**src/rtl/core/urde_pkg.sv**
```systemverilog
package urde_pkg;

	// Request codes
	typedef enum logic [1:0] {
		REQ_READ    = 2'd0,
		REQ_WRITE   = 2'd1,
		REQ_RX_BYTE = 2'd2,
		REQ_TIMEOUT = 2'd3
	} req_type_t;

	// Completion status codes
	typedef enum logic [1:0] {
		ST_OK      = 2'd0,
		ST_TIMEOUT = 2'd1,
		ST_CRC_ERR = 2'd2
	} status_t;

	localparam logic [7:0] SYNC_BYTE      = 8'h05;
	localparam logic [7:0] CRC_POLY       = 8'h07;
	localparam logic [7:0] WRITE_FLAG     = 8'h80;
	localparam logic [3:0] READ_RX_TOTAL  = 4'd12;
	localparam logic [3:0] WRITE_RX_TOTAL = 4'd8;
	localparam logic [3:0] DGRAM_BYTES    = 4'd8;
	localparam logic [2:0] READ_LAST_IDX  = 3'd3;
	localparam logic [2:0] WRITE_LAST_IDX = 3'd7;

	typedef struct packed {
		logic [1:0]  req_type;
		logic [7:0]  node_addr;
		logic [6:0]  reg_addr;
		logic [31:0] write_data;
		logic [7:0]  rx_byte;
	} req_t;

	typedef struct packed {
		logic        tx_valid;
		logic [7:0]  tx_byte;
		logic        last;
		logic        done_res;
		logic [1:0]  reply_status;
		logic [31:0] read_data;
	} res_t;

	// Advance a CRC-8 by one byte, data taken least significant bit first
	function automatic logic [7:0] crc8_byte(input logic [7:0] crc, input logic [7:0] data);
		logic [7:0] c;
		logic       fb;
		c = crc;
		for (int j = 0; j < 8; j++) begin
			fb = c[7] ^ data[j];
			c = {c[6:0], 1'b0};
			if (fb) begin
				c = c ^ CRC_POLY;
			end
		end
		return c;
	endfunction

endpackage

```
**src/rtl/core/uart_register_datagram_engine_core.sv**
```systemverilog
// Frames single-wire register accesses: a read request emits a 4-byte datagram
// and a write request an 8-byte one (sync, node, register with write flag in
// bit 7, data most significant first on writes, CRC-8 poly 0x07 over bytes
// taken LSB first), one result per byte. Received bytes are counted against
// the expected echo and reply, the final 8-byte datagram is CRC-checked, and a
// single completion result carries the status and read data; a timeout while
// busy completes with status timed out. A request aborts any pending one, and
// bytes or timeouts while idle are dropped. The block holds one result lane:
// a read request fills it with 4 results, a write with 8, a completion with 1,
// and an item that causes no result adds none; the next item is accepted
// in the same cycle that the last result of the previous one is taken. Both
// CRCs are built one byte per cycle unless stalled, the transmit CRC as bytes
// leave and the receive CRC as bytes arrive. Reset is immediate; no clearing pass.
module uart_register_datagram_engine_core
	import urde_pkg::*;
(
	input  logic clk,
	input  logic arst_n,
	input  logic req_valid,
	output logic req_stall,
	input  req_t req,
	output logic res_valid,
	input  logic res_stall,
	output res_t res
);

	// Transaction state
	logic        busy_q;
	logic        is_read_q;
	logic [3:0]  rx_count_q;
	logic [63:0] rx_frame_q;
	logic [7:0]  rx_crc_q;

	// Result lane
	logic        res_valid_q;
	logic [7:0]  frame_q [7];
	logic [2:0]  idx_q;
	logic [2:0]  last_idx_q;
	logic        done_q;
	status_t     status_q;
	logic [31:0] rdata_q;
	logic [7:0]  tx_crc_q;

	req_type_t   rtype;
	logic        req_fire;
	logic        res_fire;
	logic        res_last;
	logic        res_load;
	logic [3:0]  rx_total;
	logic [3:0]  rx_count_nx;
	logic [63:0] rx_frame_nx;
	logic [7:0]  rx_crc_nx;
	logic [7:0]  cur_byte;

	assign rtype    = req_type_t'(req.req_type);
	assign res_last = (idx_q == last_idx_q);
	assign res_fire = res_valid_q && !res_stall;

	// Hold off new transactions while the lane holds results, except when its last is taken
	assign req_stall = res_valid_q && !(res_last && !res_stall);
	assign req_fire  = req_valid && !req_stall;

	// Receive path: shift in the byte and advance the windowed CRC
	assign rx_total    = is_read_q ? READ_RX_TOTAL : WRITE_RX_TOTAL;
	assign rx_count_nx = rx_count_q + 4'd1;
	assign rx_frame_nx = {req.rx_byte, rx_frame_q[63:8]};
	assign rx_crc_nx   = (rx_count_nx > (rx_total - DGRAM_BYTES)) ?
	                     crc8_byte(rx_crc_q, req.rx_byte) : 8'h00;

	// Flag a transaction that refills the lane
	assign res_load = req_fire && ((rtype == REQ_READ) || (rtype == REQ_WRITE) ||
	                  (busy_q && (rtype == REQ_TIMEOUT)) ||
	                  (busy_q && (rtype == REQ_RX_BYTE) && (rx_count_nx == rx_total)));

	// Select the byte in flight
	assign cur_byte = res_last ? tx_crc_q : frame_q[idx_q];

	always_comb begin
		res_valid        = res_valid_q;
		res.tx_valid     = !done_q;
		res.tx_byte      = done_q ? 8'h00 : cur_byte;
		res.last         = res_last;
		res.done_res     = done_q;
		res.reply_status = done_q ? status_q : ST_OK;
		res.read_data    = done_q ? rdata_q : 32'h0;
	end

	// Control state
	always_ff @(posedge clk or negedge arst_n) begin
		if (!arst_n) begin
			busy_q      <= 1'b0;
			is_read_q   <= 1'b0;
			rx_count_q  <= 4'd0;
			rx_frame_q  <= 64'h0;
			rx_crc_q    <= 8'h00;
			res_valid_q <= 1'b0;
			idx_q       <= 3'd0;
			last_idx_q  <= 3'd0;
			done_q      <= 1'b0;
			status_q    <= ST_OK;
			tx_crc_q    <= 8'h00;
		end else begin
			// Drain the lane one result per handshake; empty it unless refilled
			if (res_fire) begin
				if (res_last) begin
					if (!res_load) begin
						res_valid_q <= 1'b0;
					end
				end else begin
					idx_q    <= idx_q + 3'd1;
					tx_crc_q <= crc8_byte(tx_crc_q, frame_q[idx_q]);
				end
			end
			if (req_fire) begin
				unique case (rtype)
					REQ_READ, REQ_WRITE: begin
						busy_q      <= 1'b1;
						is_read_q   <= (rtype == REQ_READ);
						rx_count_q  <= 4'd0;
						rx_frame_q  <= 64'h0;
						rx_crc_q    <= 8'h00;
						res_valid_q <= 1'b1;
						idx_q       <= 3'd0;
						last_idx_q  <= (rtype == REQ_WRITE) ? WRITE_LAST_IDX : READ_LAST_IDX;
						done_q      <= 1'b0;
						status_q    <= ST_OK;
						tx_crc_q    <= 8'h00;
					end
					REQ_TIMEOUT: begin
						if (busy_q) begin
							busy_q      <= 1'b0;
							rx_count_q  <= 4'd0;
							res_valid_q <= 1'b1;
							idx_q       <= 3'd0;
							last_idx_q  <= 3'd0;
							done_q      <= 1'b1;
							status_q    <= ST_TIMEOUT;
						end
					end
					REQ_RX_BYTE: begin
						if (busy_q) begin
							rx_frame_q <= rx_frame_nx;
							rx_crc_q   <= rx_crc_nx;
							if (rx_count_nx == rx_total) begin
								busy_q      <= 1'b0;
								rx_count_q  <= 4'd0;
								res_valid_q <= 1'b1;
								idx_q       <= 3'd0;
								last_idx_q  <= 3'd0;
								done_q      <= 1'b1;
								status_q    <= (rx_crc_q == req.rx_byte) ? ST_OK : ST_CRC_ERR;
							end else begin
								rx_count_q <= rx_count_nx;
							end
						end
					end
				endcase
			end
		end
	end

	// Payload of the lane
	always_ff @(posedge clk) begin
		if (req_fire) begin
			unique case (rtype)
				REQ_READ, REQ_WRITE: begin
					frame_q[0] <= SYNC_BYTE;
					frame_q[1] <= req.node_addr;
					frame_q[2] <= {1'b0, req.reg_addr} | ((rtype == REQ_WRITE) ? WRITE_FLAG : 8'h00);
					frame_q[3] <= req.write_data[31:24];
					frame_q[4] <= req.write_data[23:16];
					frame_q[5] <= req.write_data[15:8];
					frame_q[6] <= req.write_data[7:0];
				end
				REQ_TIMEOUT: begin
					rdata_q <= 32'h0;
				end
				REQ_RX_BYTE: begin
					rdata_q <= {rx_frame_nx[31:24], rx_frame_nx[39:32],
					            rx_frame_nx[47:40], rx_frame_nx[55:48]};
				end
			endcase
		end
	end

`ifndef ASSERT_OFF
	// Stall only while a result is waiting
	a_stall_needs_result: assert property (@(posedge clk) disable iff (!arst_n)
		req_stall |-> res_valid)
		else $error("stall without a pending result");

	// A completion is always a single, final result
	a_done_is_last: assert property (@(posedge clk) disable iff (!arst_n)
		(res_valid && res.done_res) |-> (res.last && !res.tx_valid))
		else $error("completion result not marked last");

	// A request starts its frame with the sync byte
	a_frame_starts_sync: assert property (@(posedge clk) disable iff (!arst_n)
		(req_fire && (rtype == REQ_READ || rtype == REQ_WRITE)) |=>
		(res_valid && res.tx_valid && res.tx_byte == SYNC_BYTE))
		else $error("frame does not open with sync byte");

	// Receive count stays below the expected total and clears when idle
	a_rx_count_range: assert property (@(posedge clk) disable iff (!arst_n)
		(rx_count_q < rx_total) && (busy_q || rx_count_q == 4'd0))
		else $error("receive count out of range");
`endif

endmodule
```
**config.mk**
```make
export PLATFORM = sky130hd
export DESIGN_NAME = uart_register_datagram_engine_core
export DESIGN_NICKNAME = d
export VERILOG_FILES = /design/src/rtl/core/urde_pkg.sv /design/src/rtl/core/uart_register_datagram_engine_core.sv
export SDC_FILE = /design/constraint.sdc
export NUM_CORES = 1
export LEC_CHECK = 0
export BUFFER_PORTS_ARGS = -buffer_cell sky130_fd_sc_hd__buf_4
export CAP_MARGIN = 0
export CORE_ASPECT_RATIO = 1.25
export CORE_MARGIN = 10
export CORE_UTILIZATION = 45
export DETAILED_ROUTE_END_ITERATION = 8
export PLACE_DENSITY = 0.66
export RECOVER_POWER = 100
export SYNTH_ARGS = -nofsm -noshare
export SYNTH_HDL_FRONTEND = slang
export SYNTH_SLANG_ARGS = --single-unit
```
**constraint.sdc**
```tcl
create_clock -name clk -period 3.5 [get_ports clk]
set_input_delay 0.875 -clock clk [delete_from_list [all_inputs] [get_ports clk]]
set_output_delay 0.875 -clock clk [all_outputs]
set_load 0.005 [all_outputs]
```
# After elaboration in Yosys (flattened, before gate mapping)
# Memory sizes are Yosys's and may differ from the RTL's.
# Index checks and enable logic that the tools add are counted.
# W data, S select, Z words.
# classes
n_eq_ne	9
reduce_logical	24
n_bitwise	33
n_addsub	3
n_lt_le_gt_ge	1
muxes	85
# ops
cell	n
$mux W8	23
$pmux W64 S2	1
$mux W3	27
$mux W64	1
$pmux W32 S2	1
$not A3 Y3	16
$mux W32	1
$pmux W3 S3	2
$pmux W8 S2	1
$xor A1 B1 Y1	16
$mux W1	15
$mux W4	3
$pmux W4 S3	1
$mux W2	5
$pmux W1 S3	3
$eq A8 B8 Y1	1
$logic_and A1 B1 Y1	8
$or A7 B8 Y8	1
$pmux W2 S3	1
$reduce_and A3 Y1	2
$add A4 B1 Y4 const B	1
$eq A2 B2 Y1 const B	2
$eq A4 B4 Y1	1
$gt A4 B4 Y1	1
other kinds (13)	21
# word_totals
in_bits	61
reg_bits	128
output_inout_bits	47
ram_bits	56
memories	1
# memory_table
name	words	width	read_ports	rd_ports_with_merged_regs	write_ports	line_no	rtl
frame_q	7	8	1	0	7	uart_register_datagram_engine_core.sv:36	logic [7:0] frame_q [7];

# Depth between registers and ports, before layout
# Gate-level depths: netlist (run 1).
# An unclocked memory read counts as a cell.
# depth
depth_word	35
depth_mapped	10
mapped_depth_nobuf	8

# Worst setup path before layout (run 1)
# No wires, ideal clock.
# synth_path
kind	reg-to-reg
start	register idx_q[0]
end	register rdata_q[0] (enable)
period_less_slack_ps	3095
t_arrival_ps	2674
setup_ps	421
setup_slack_ps	405
stages_incl_launch_ff	6
path_buffers	1
path_cell_list	dfrtp_1 buf_6 or3_1 a211oi_2 o21ai_2 nor2_1
# synth_between
elab_chain_len	7
# synth_rtl
item	line_no	rtl
from (decl)	uart_register_datagram_engine_core.sv:37	logic [2:0] idx_q;
from (signal assigned)	uart_register_datagram_engine_core.sv:110	idx_q <= idx_q + 3'd1;
$eq A3 B3 Y1	uart_register_datagram_engine_core.sv:56	assign res_last = (idx_q == last_idx_q);
$logic_and A1 B1 Y1	uart_register_datagram_engine_core.sv:60	assign req_stall = res_valid_q && !(res_last && !res_stall);
$logic_not A1 Y1	uart_register_datagram_engine_core.sv:60	
$logic_and A1 B1 Y1	uart_register_datagram_engine_core.sv:60	
$logic_not A1 Y1	uart_register_datagram_engine_core.sv:61	assign req_fire = req_valid && !req_stall;
$logic_and A1 B1 Y1	uart_register_datagram_engine_core.sv:61	
$reduce_and A2 Y1 (no source line)	-	
to (signal assigned)	uart_register_datagram_engine_core.sv:179	rdata_q <= {rx_frame_nx[31:24], rx_frame_nx[39:32],
to (decl)	uart_register_datagram_engine_core.sv:41	logic [31:0] rdata_q;
# Every way passes these cells.
# A chain may end at the register's enable or synchronous reset.

==> results of run 1 <==
layout by cell type, fill, tap and decap left out, drive strengths merged, types with 3 or more instances in the layout:
cell type / count
a211o: 3
a211oi: 8
a21oi: 10
a22o: 33
a22oi: 3
a32oi: 3
and2: 69
buf: 49
bufinv: 3
clkbuf: 90
clkinv: 5
dfrtp: 63
edfxtp: 80
ha: 3
inv: 14
mux2i: 19
nand2: 31
nand2b: 9
nand3: 6
nand3b: 3
nand4bb: 3
nor2: 20
nor2b: 3
nor3: 4
o21a: 3
o21ai: 22
o22a: 4
o32ai: 3
or3: 3
xnor2: 29
xnor3: 6
xor2: 14
cell type report:
cell class                      count  area (µm²)
Multi-Input combinational cell    339        2510
Inverter                           13        52.6
Timing Repair Buffer              117         837
Clock inverter                     10         134
Fill cell                        1228        6330
Tap cell                          178         223
Sequential cell                   143        3980
Clock buffer                       22         465
cells in the mapped netlist (10+ instances only):
master / instances / area, µm²
xnor2_1: 28 / 245
nand2_1: 31 / 116
clkbuf_1: 15 / 56.3
a21oi_1: 10 / 50.1
edfxtp_1: 80 / 2400
o21ai_0: 21 / 105
mux2i_1: 19 / 190
a22o_1: 33 / 289
inv_1: 13 / 48.8
and2_1: 69 / 432
nor2_1: 18 / 67.6
xor2_1: 14 / 123
dfrtp_1: 63 / 1580
logic make-up after synthesis:
kind of cell / Yosys count / share of synthesized area
buffers and inverters: 41 / 0.0324
AOI/OAI and AO/OA: 109 / 0.126
and+or+nand+nor: 155 / 0.129
DFF: 143 / 0.592
xor gates and xnor gates: 49 / 0.0772
adders and majority gates: 3 / 0.00558
muxes: 23 / 0.0383
final timing paths:
path / start / endpoint / slack (ns) / cells past startpoint
setup / recovery: idx_q[0] / res[42] / 0.17 / 8
setup reg to reg: idx_q[0] / frame_q[1][3] / 0.26 / 6
hold / removal: rx_frame_q[36] / rx_frame_q[36] / 0.50 / 1
min in group asynchronous: arst_n / rx_frame_q[32] / 0.84 / 1
hold reg to reg: rx_frame_q[36] / rx_frame_q[36] / 0.50 / 1
max in group asynchronous: arst_n / idx_q[2] / 1.62 / 1
metal layers:
| layer | track usage | up-vias | share of wire |
|---|---|---|---|
| li1 | - | 2117 | - |
| met2 | 0.246 | 113 | 0.49 |
| met5 | 0 | - | 0 |
| met4 | 0.0635 | 0 | 0.022 |
| met1 | 0.190 | 2151 | 0.43 |
| met3 | 0.0463 | 22 | 0.056 |
state kept, by name, indices dropped and copies added, names as in the netlist, 2 cells and up:
name	count
rx_count_q	4
last_idx_q	2
idx_q	3
rx_crc_q	8
status_q	2
frame_q	48
rx_frame_q	32
rdata_q	32
tx_crc_q	8
timing repair:
item	in CTS	in global routing
setup endpoints to repair	0	3
hold endpoints to repair	0	0
gates resized for setup	0	4
per-stage QoR:
stage	instances	util	instance area, µm²	hold WS [ns]
final	822	0.565	8200	0.497
after detailed placement	790	0.528	7660	0.488
after global routing	822	0.565	8200	0.524
after floorplan	523	-	6720	0.456
after CTS	822	0.569	8260	0.498
after global placement	790	0.528	7660	0.480
report_power, final:
| group | internal [mW] | switching (mW) |
|---|---|---|
| clock network | 1.16 | 0.670 |
| registers | 2.15 | 0.309 |
| logic | 1.45 | 1.36 |
==> impl_metrics.py, run 1 <==
metrics = {
    "clocking": {
        "clk_latency_ns": 0.42,
        "clk_pin_slew_worst_paths_ns": 0.06,
        "cts_sinks": 143,
        "tritoncts": "yes",
        "cts_buffers": 17,
        "postCtsSetupBuffers": 0,
        "ctsHoldBuffers": 0,
        "cts_buffer_depth": 2,
        "h-tree-depth": 4,
        "cts-root-buf": "clkbuf_16",
    },
    "timing": {
        "fin_setup_tns_ns": 0,
        "relSlewSlack": -0.0399,
        "final_hold_viol_count": 0,
        "setup_viol": 0,
        "finalWorstSetupSlack_ns": 0.166,
        "max_freq_mhz": 300,
        "timing.final.crit_share": 0.953,
        "tightest_slew_ns": 1.56,
        "rsz0062_at_grt": "false",
        "clock_skew_ns": 0.00775,
        "period_needed_ns": 3.33,
        "drv_slew": 64,
    },
    "global_route": {
        "grt_usage": 0.154,
        "grt_pass1_vias": 4566,
        "grt_pass1_wl_um": 24300,
        "grt_max_degree": 64,
        "antenna_found_initial": 0,
        "grt.overflow.total": 0,
    },
    "floorplan": {
        "dieWidth_um": 129,
        "num_rows": 49,
        "coreArea_um2": 14500,
        "die_area_um2": 20300,
        "die_y_um": 157,
        "initial_core_util": 0.463,
        "io_pins": 108,
    },
    "placement": {
        "gp_congestion": 0.892,
        "portBuffers": 107,
        "dpl.hpwl_um": 10700,
        "pre_cts_slack_ns": 0.469,
    },
    "cells_and_area": {
        "n_antenna_cell": 0,
        "nNetsFinal": 695,
        "area_delta_synth_final_pct": 22.0,
        "post_route_cells_drive_above_1_share": 0.239,
    },
    "critical_path": {
        "max_stage_delay_ns": 0.50,
        "critical_path_buf_inv_count": 3,
        "cp_common_cell": "buf_4",
        "cp_max_fo": 10,
        "crit_arrival_ns": 2.46,
        "crit_chain": "buf_4, buf_4, nor2b_1, a32oi_1, o221ai_1, nor2_1, a211oi_1, clkbuf_1",
        "critPathRequiredTime_ns": 2.62,
        "critical-path-top-delay-family": "buffers and inverters",
        "cp-end-kind": "output pin",
        "cpMaxStageDelayCell": "dfrtp_2",
        "start_kind": "flip-flop",
        "worst-setup-path-type": "reg -> out",
    },
    "flow_run": {
        "maxCapViolations": 1,
    },
    "logic_synthesis": {
        "synth_edf_count": 80,
        "ys_ff_latch": 143,
        "yosysSeqAreaShare": 0.592,
        "syn_area_um2": 6720,
        "avgSynthCellArea_um2": 12.9,
        "syn_nets": 587,
        "synthDistinctLibCells": 59,
        "ys.flop_type": "edfxtp_1",
        "synthArstFlopShare": 0.441,
        "syn_inst": 523,
        "ys_warn_count": 0,
    },
    "routing": {
        "vias_per_cell": 5.36,
        "wl_per_cell_um": 18.1,
        "wirelength_um": 14900,
        "drc": 0,
        "firstDrtPassIters": 4,
        "via_count": 4403,
        "drt_iter0_markers": 285,
        "antenna_left": 0,
    },
    "power_and_ir_drop": {
        "pwr_density_cell_nw_per_um2": 867,
        "finalPower_mw": 7.11,
        "total_leakage_power_nw": 3.41,
        "peakVddDrop_mv": 0.428,
    },
    "outcome": {
        "violations": "capacitance limit, slew limit",
        "status": "complete, but fails checks",
    },
    "worst_hold_path": {
        "hp-class": "reg -> reg",
    },
}
Power figures use the tool's default switching activity.
==> run 2, diff against run 1 <==
--- a/config.mk
+++ b/config.mk
@@ -7,11 +7,13 @@
 export LEC_CHECK = 0
 export BUFFER_PORTS_ARGS = -buffer_cell sky130_fd_sc_hd__buf_4
 export CAP_MARGIN = 0
+export CELL_PAD_IN_SITES_DETAIL_PLACEMENT = 0
+export CELL_PAD_IN_SITES_GLOBAL_PLACEMENT = 1
 export CORE_ASPECT_RATIO = 1.25
 export CORE_MARGIN = 10
 export CORE_UTILIZATION = 45
 export DETAILED_ROUTE_END_ITERATION = 8
-export PLACE_DENSITY = 0.66
+export PLACE_DENSITY_LB_ADDON = 0.1
 export RECOVER_POWER = 100
 export SYNTH_ARGS = -nofsm -noshare
 export SYNTH_HDL_FRONTEND = slang
==> impl_metrics.py, run 2 (same netlist as run 1, synthesis figures left out) <==
metrics = {
    "cells_and_area": {
        "layout_commonest_cell": "edfxtp_1",
        "area_delta_synth_final_pct": 20.9,
        "stdcell_count": 823,
        "fin_area_um2": 8130,
        "post_route_cells_drive_above_1_share": 0.233,
        "nNetsFinal": 696,
        "n_antenna_cell": 0,
        "reg.largest.list": "frame_q: 48 flops, rdata_q: 32 flops, rx_frame_q: 32 flops",
        "largest_register_ffs": 48,
        "regMostFlops": "frame_q",
        "post-route-util": 0.559,
        "layout_common_cells": "edfxtp_1 (80), dfrtp_1 (61), clkbuf_4 (56)",
    },
    "timing": {
        "relSlewSlack": -0.0865,
        "max_freq_mhz": 301,
        "period_needed_ns": 3.32,
        "fin_setup_tns_ns": 0,
        "setup_viol": 0,
        "finalWorstSetupSlack_ns": 0.181,
        "clock_skew_ns": 0.00556,
        "rsz0062_at_grt": "false",
        "tightest_slew_ns": 1.63,
        "hold_ws_ns": 0.494,
        "drv_slew": 64,
        "final_hold_viol_count": 0,
        "timing.final.crit_share": 0.948,
    },
    "power_and_ir_drop": {
        "finalPower_mw": 6.91,
        "pwr_density_cell_nw_per_um2": 850,
        "total_leakage_power_nw": 3.37,
        "peakVddDrop_mv": 0.398,
    },
    "critical_path": {
        "r2r-end": "frame_q[3][4]",
        "r2r_start": "idx_q[0]",
        "crit_chain": "buf_4, mux2i_1, mux4_2, a211oi_1, buf_4",
        "cp-end-kind": "output pin",
        "crit_arrival_ns": 2.44,
        "cpMaxStageDelayCell": "dfrtp_2",
        "max_stage_delay_ns": 0.55,
        "worst-setup-path-type": "reg -> out",
        "cp_max_fo": 14,
        "rrSetupSlack_ns": 0.45,
        "cp_common_cell": "buf_4",
        "critPathRequiredTime_ns": 2.62,
        "reg2reg_depth": 6,
        "start_kind": "flip-flop",
    },
    "global_route": {
        "grt.overflow.total": 0,
        "grt_usage": 0.162,
        "grt_pass1_vias": 4642,
        "grt_max_degree": 64,
        "antenna_found_initial": 0,
        "grt_pass1_wl_um": 25300,
    },
    "routing": {
        "wl_per_cell_um": 19.1,
        "via_count": 4431,
        "drc": 0,
        "drt_iter0_markers": 306,
        "firstDrtPassIters": 4,
        "antenna_left": 0,
        "wirelength_um": 15800,
        "vias_per_cell": 5.38,
    },
    "clocking": {
        "tritoncts": "yes",
        "cts_buffers": 17,
        "h-tree-depth": 4,
        "cts_sinks": 143,
        "postCtsSetupBuffers": 0,
        "cts_buffer_depth": 2,
        "clk_latency_ns": 0.41,
        "cts-root-buf": "clkbuf_16",
        "clk_pin_slew_worst_paths_ns": 0.06,
    },
    "floorplan": {
        "coreArea_um2": 14500,
        "die_area_um2": 20300,
        "initial_core_util": 0.463,
        "dieWidth_um": 129,
        "io_pins": 108,
        "die_y_um": 157,
        "num_rows": 49,
    },
    "worst_hold_path": {
        "holdPathEnd": "rx_frame_q[36]",
        "min-delay-start": "rx_frame_q[36]",
        "holdPathStages": 1,
        "hp-class": "reg -> reg",
    },
    "placement": {
        "portBuffers": 107,
        "dpl.hpwl_um": 11000,
        "place_area_um2": 7660,
        "pre_cts_slack_ns": 0.452,
        "gp_congestion": 0.811,
        "dp.cells": 791,
    },
    "outcome": {
        "status": "complete, but fails checks",
        "violations": "capacitance limit, slew limit",
    },
    "flow_run": {
        "maxCapViolations": 1,
    },
}
## run 2: worst max path at each step
| stage | to | startpoint | slack [ns] | depth (start not counted) |
|---|---|---|---|---|
| after floorplan | rdata_q[0] | idx_q[0] | 0.41 | 5 |
| after global placement | res[42] | idx_q[0] | 0.51 | 6 |
| after detailed placement | res[38] | idx_q[0] | 0.45 | 5 |
| after CTS | res[40] | idx_q[2] | 0.06 | 6 |
| after global routing | res[38] | idx_q[0] | 0.08 | 5 |
| final | res[38] | idx_q[0] | 0.18 | 5 |
## run 2: final cells by class
type	instances	area, µm²
Clock inverter	9	75.1
Multi-Input combinational cell	339	2490
Fill cell	1273	6400
Tap cell	178	223
Clock buffer	23	478
Timing Repair Buffer	118	826
Inverter	13	52.6
Sequential cell	143	3980
## run 2: power breakdown
| group | switching, mW | internal, mW | total, mW |
|---|---|---|---|
| clock network | 0.703 | 0.976 | 1.68 |
| registers | 0.312 | 2.15 | 2.47 |
| logic | 1.33 | 1.43 | 2.76 |
| total | 2.35 | 4.56 | 6.91 |
## run 2: what timing repair did
| item | 4_1_cts | 5_1_grt |
|---|---|---|
| gates resized for setup | 1 | 3 |
| hold buffers | 0 | 0 |
| setup endpoints to repair | 3 | 3 |
| pin swaps | 0 | 0 |
## run 2: worst max-delay path, delay by kind of cell (launching register included)
family,cells,cell delay (ns)
AOI/OAI and AO/OA,1,0.30
buffers and inverters,2,0.49
DFF,1,0.55
muxes,2,0.67
## run 2: layer usage
metal | wire, µm | global-route usage
met1 | 6340 | 0.192
met2 | 8080 | 0.268
met3 | 1020 | 0.0521
met4 | 304 | 0.0619
met5 | 0 | 0
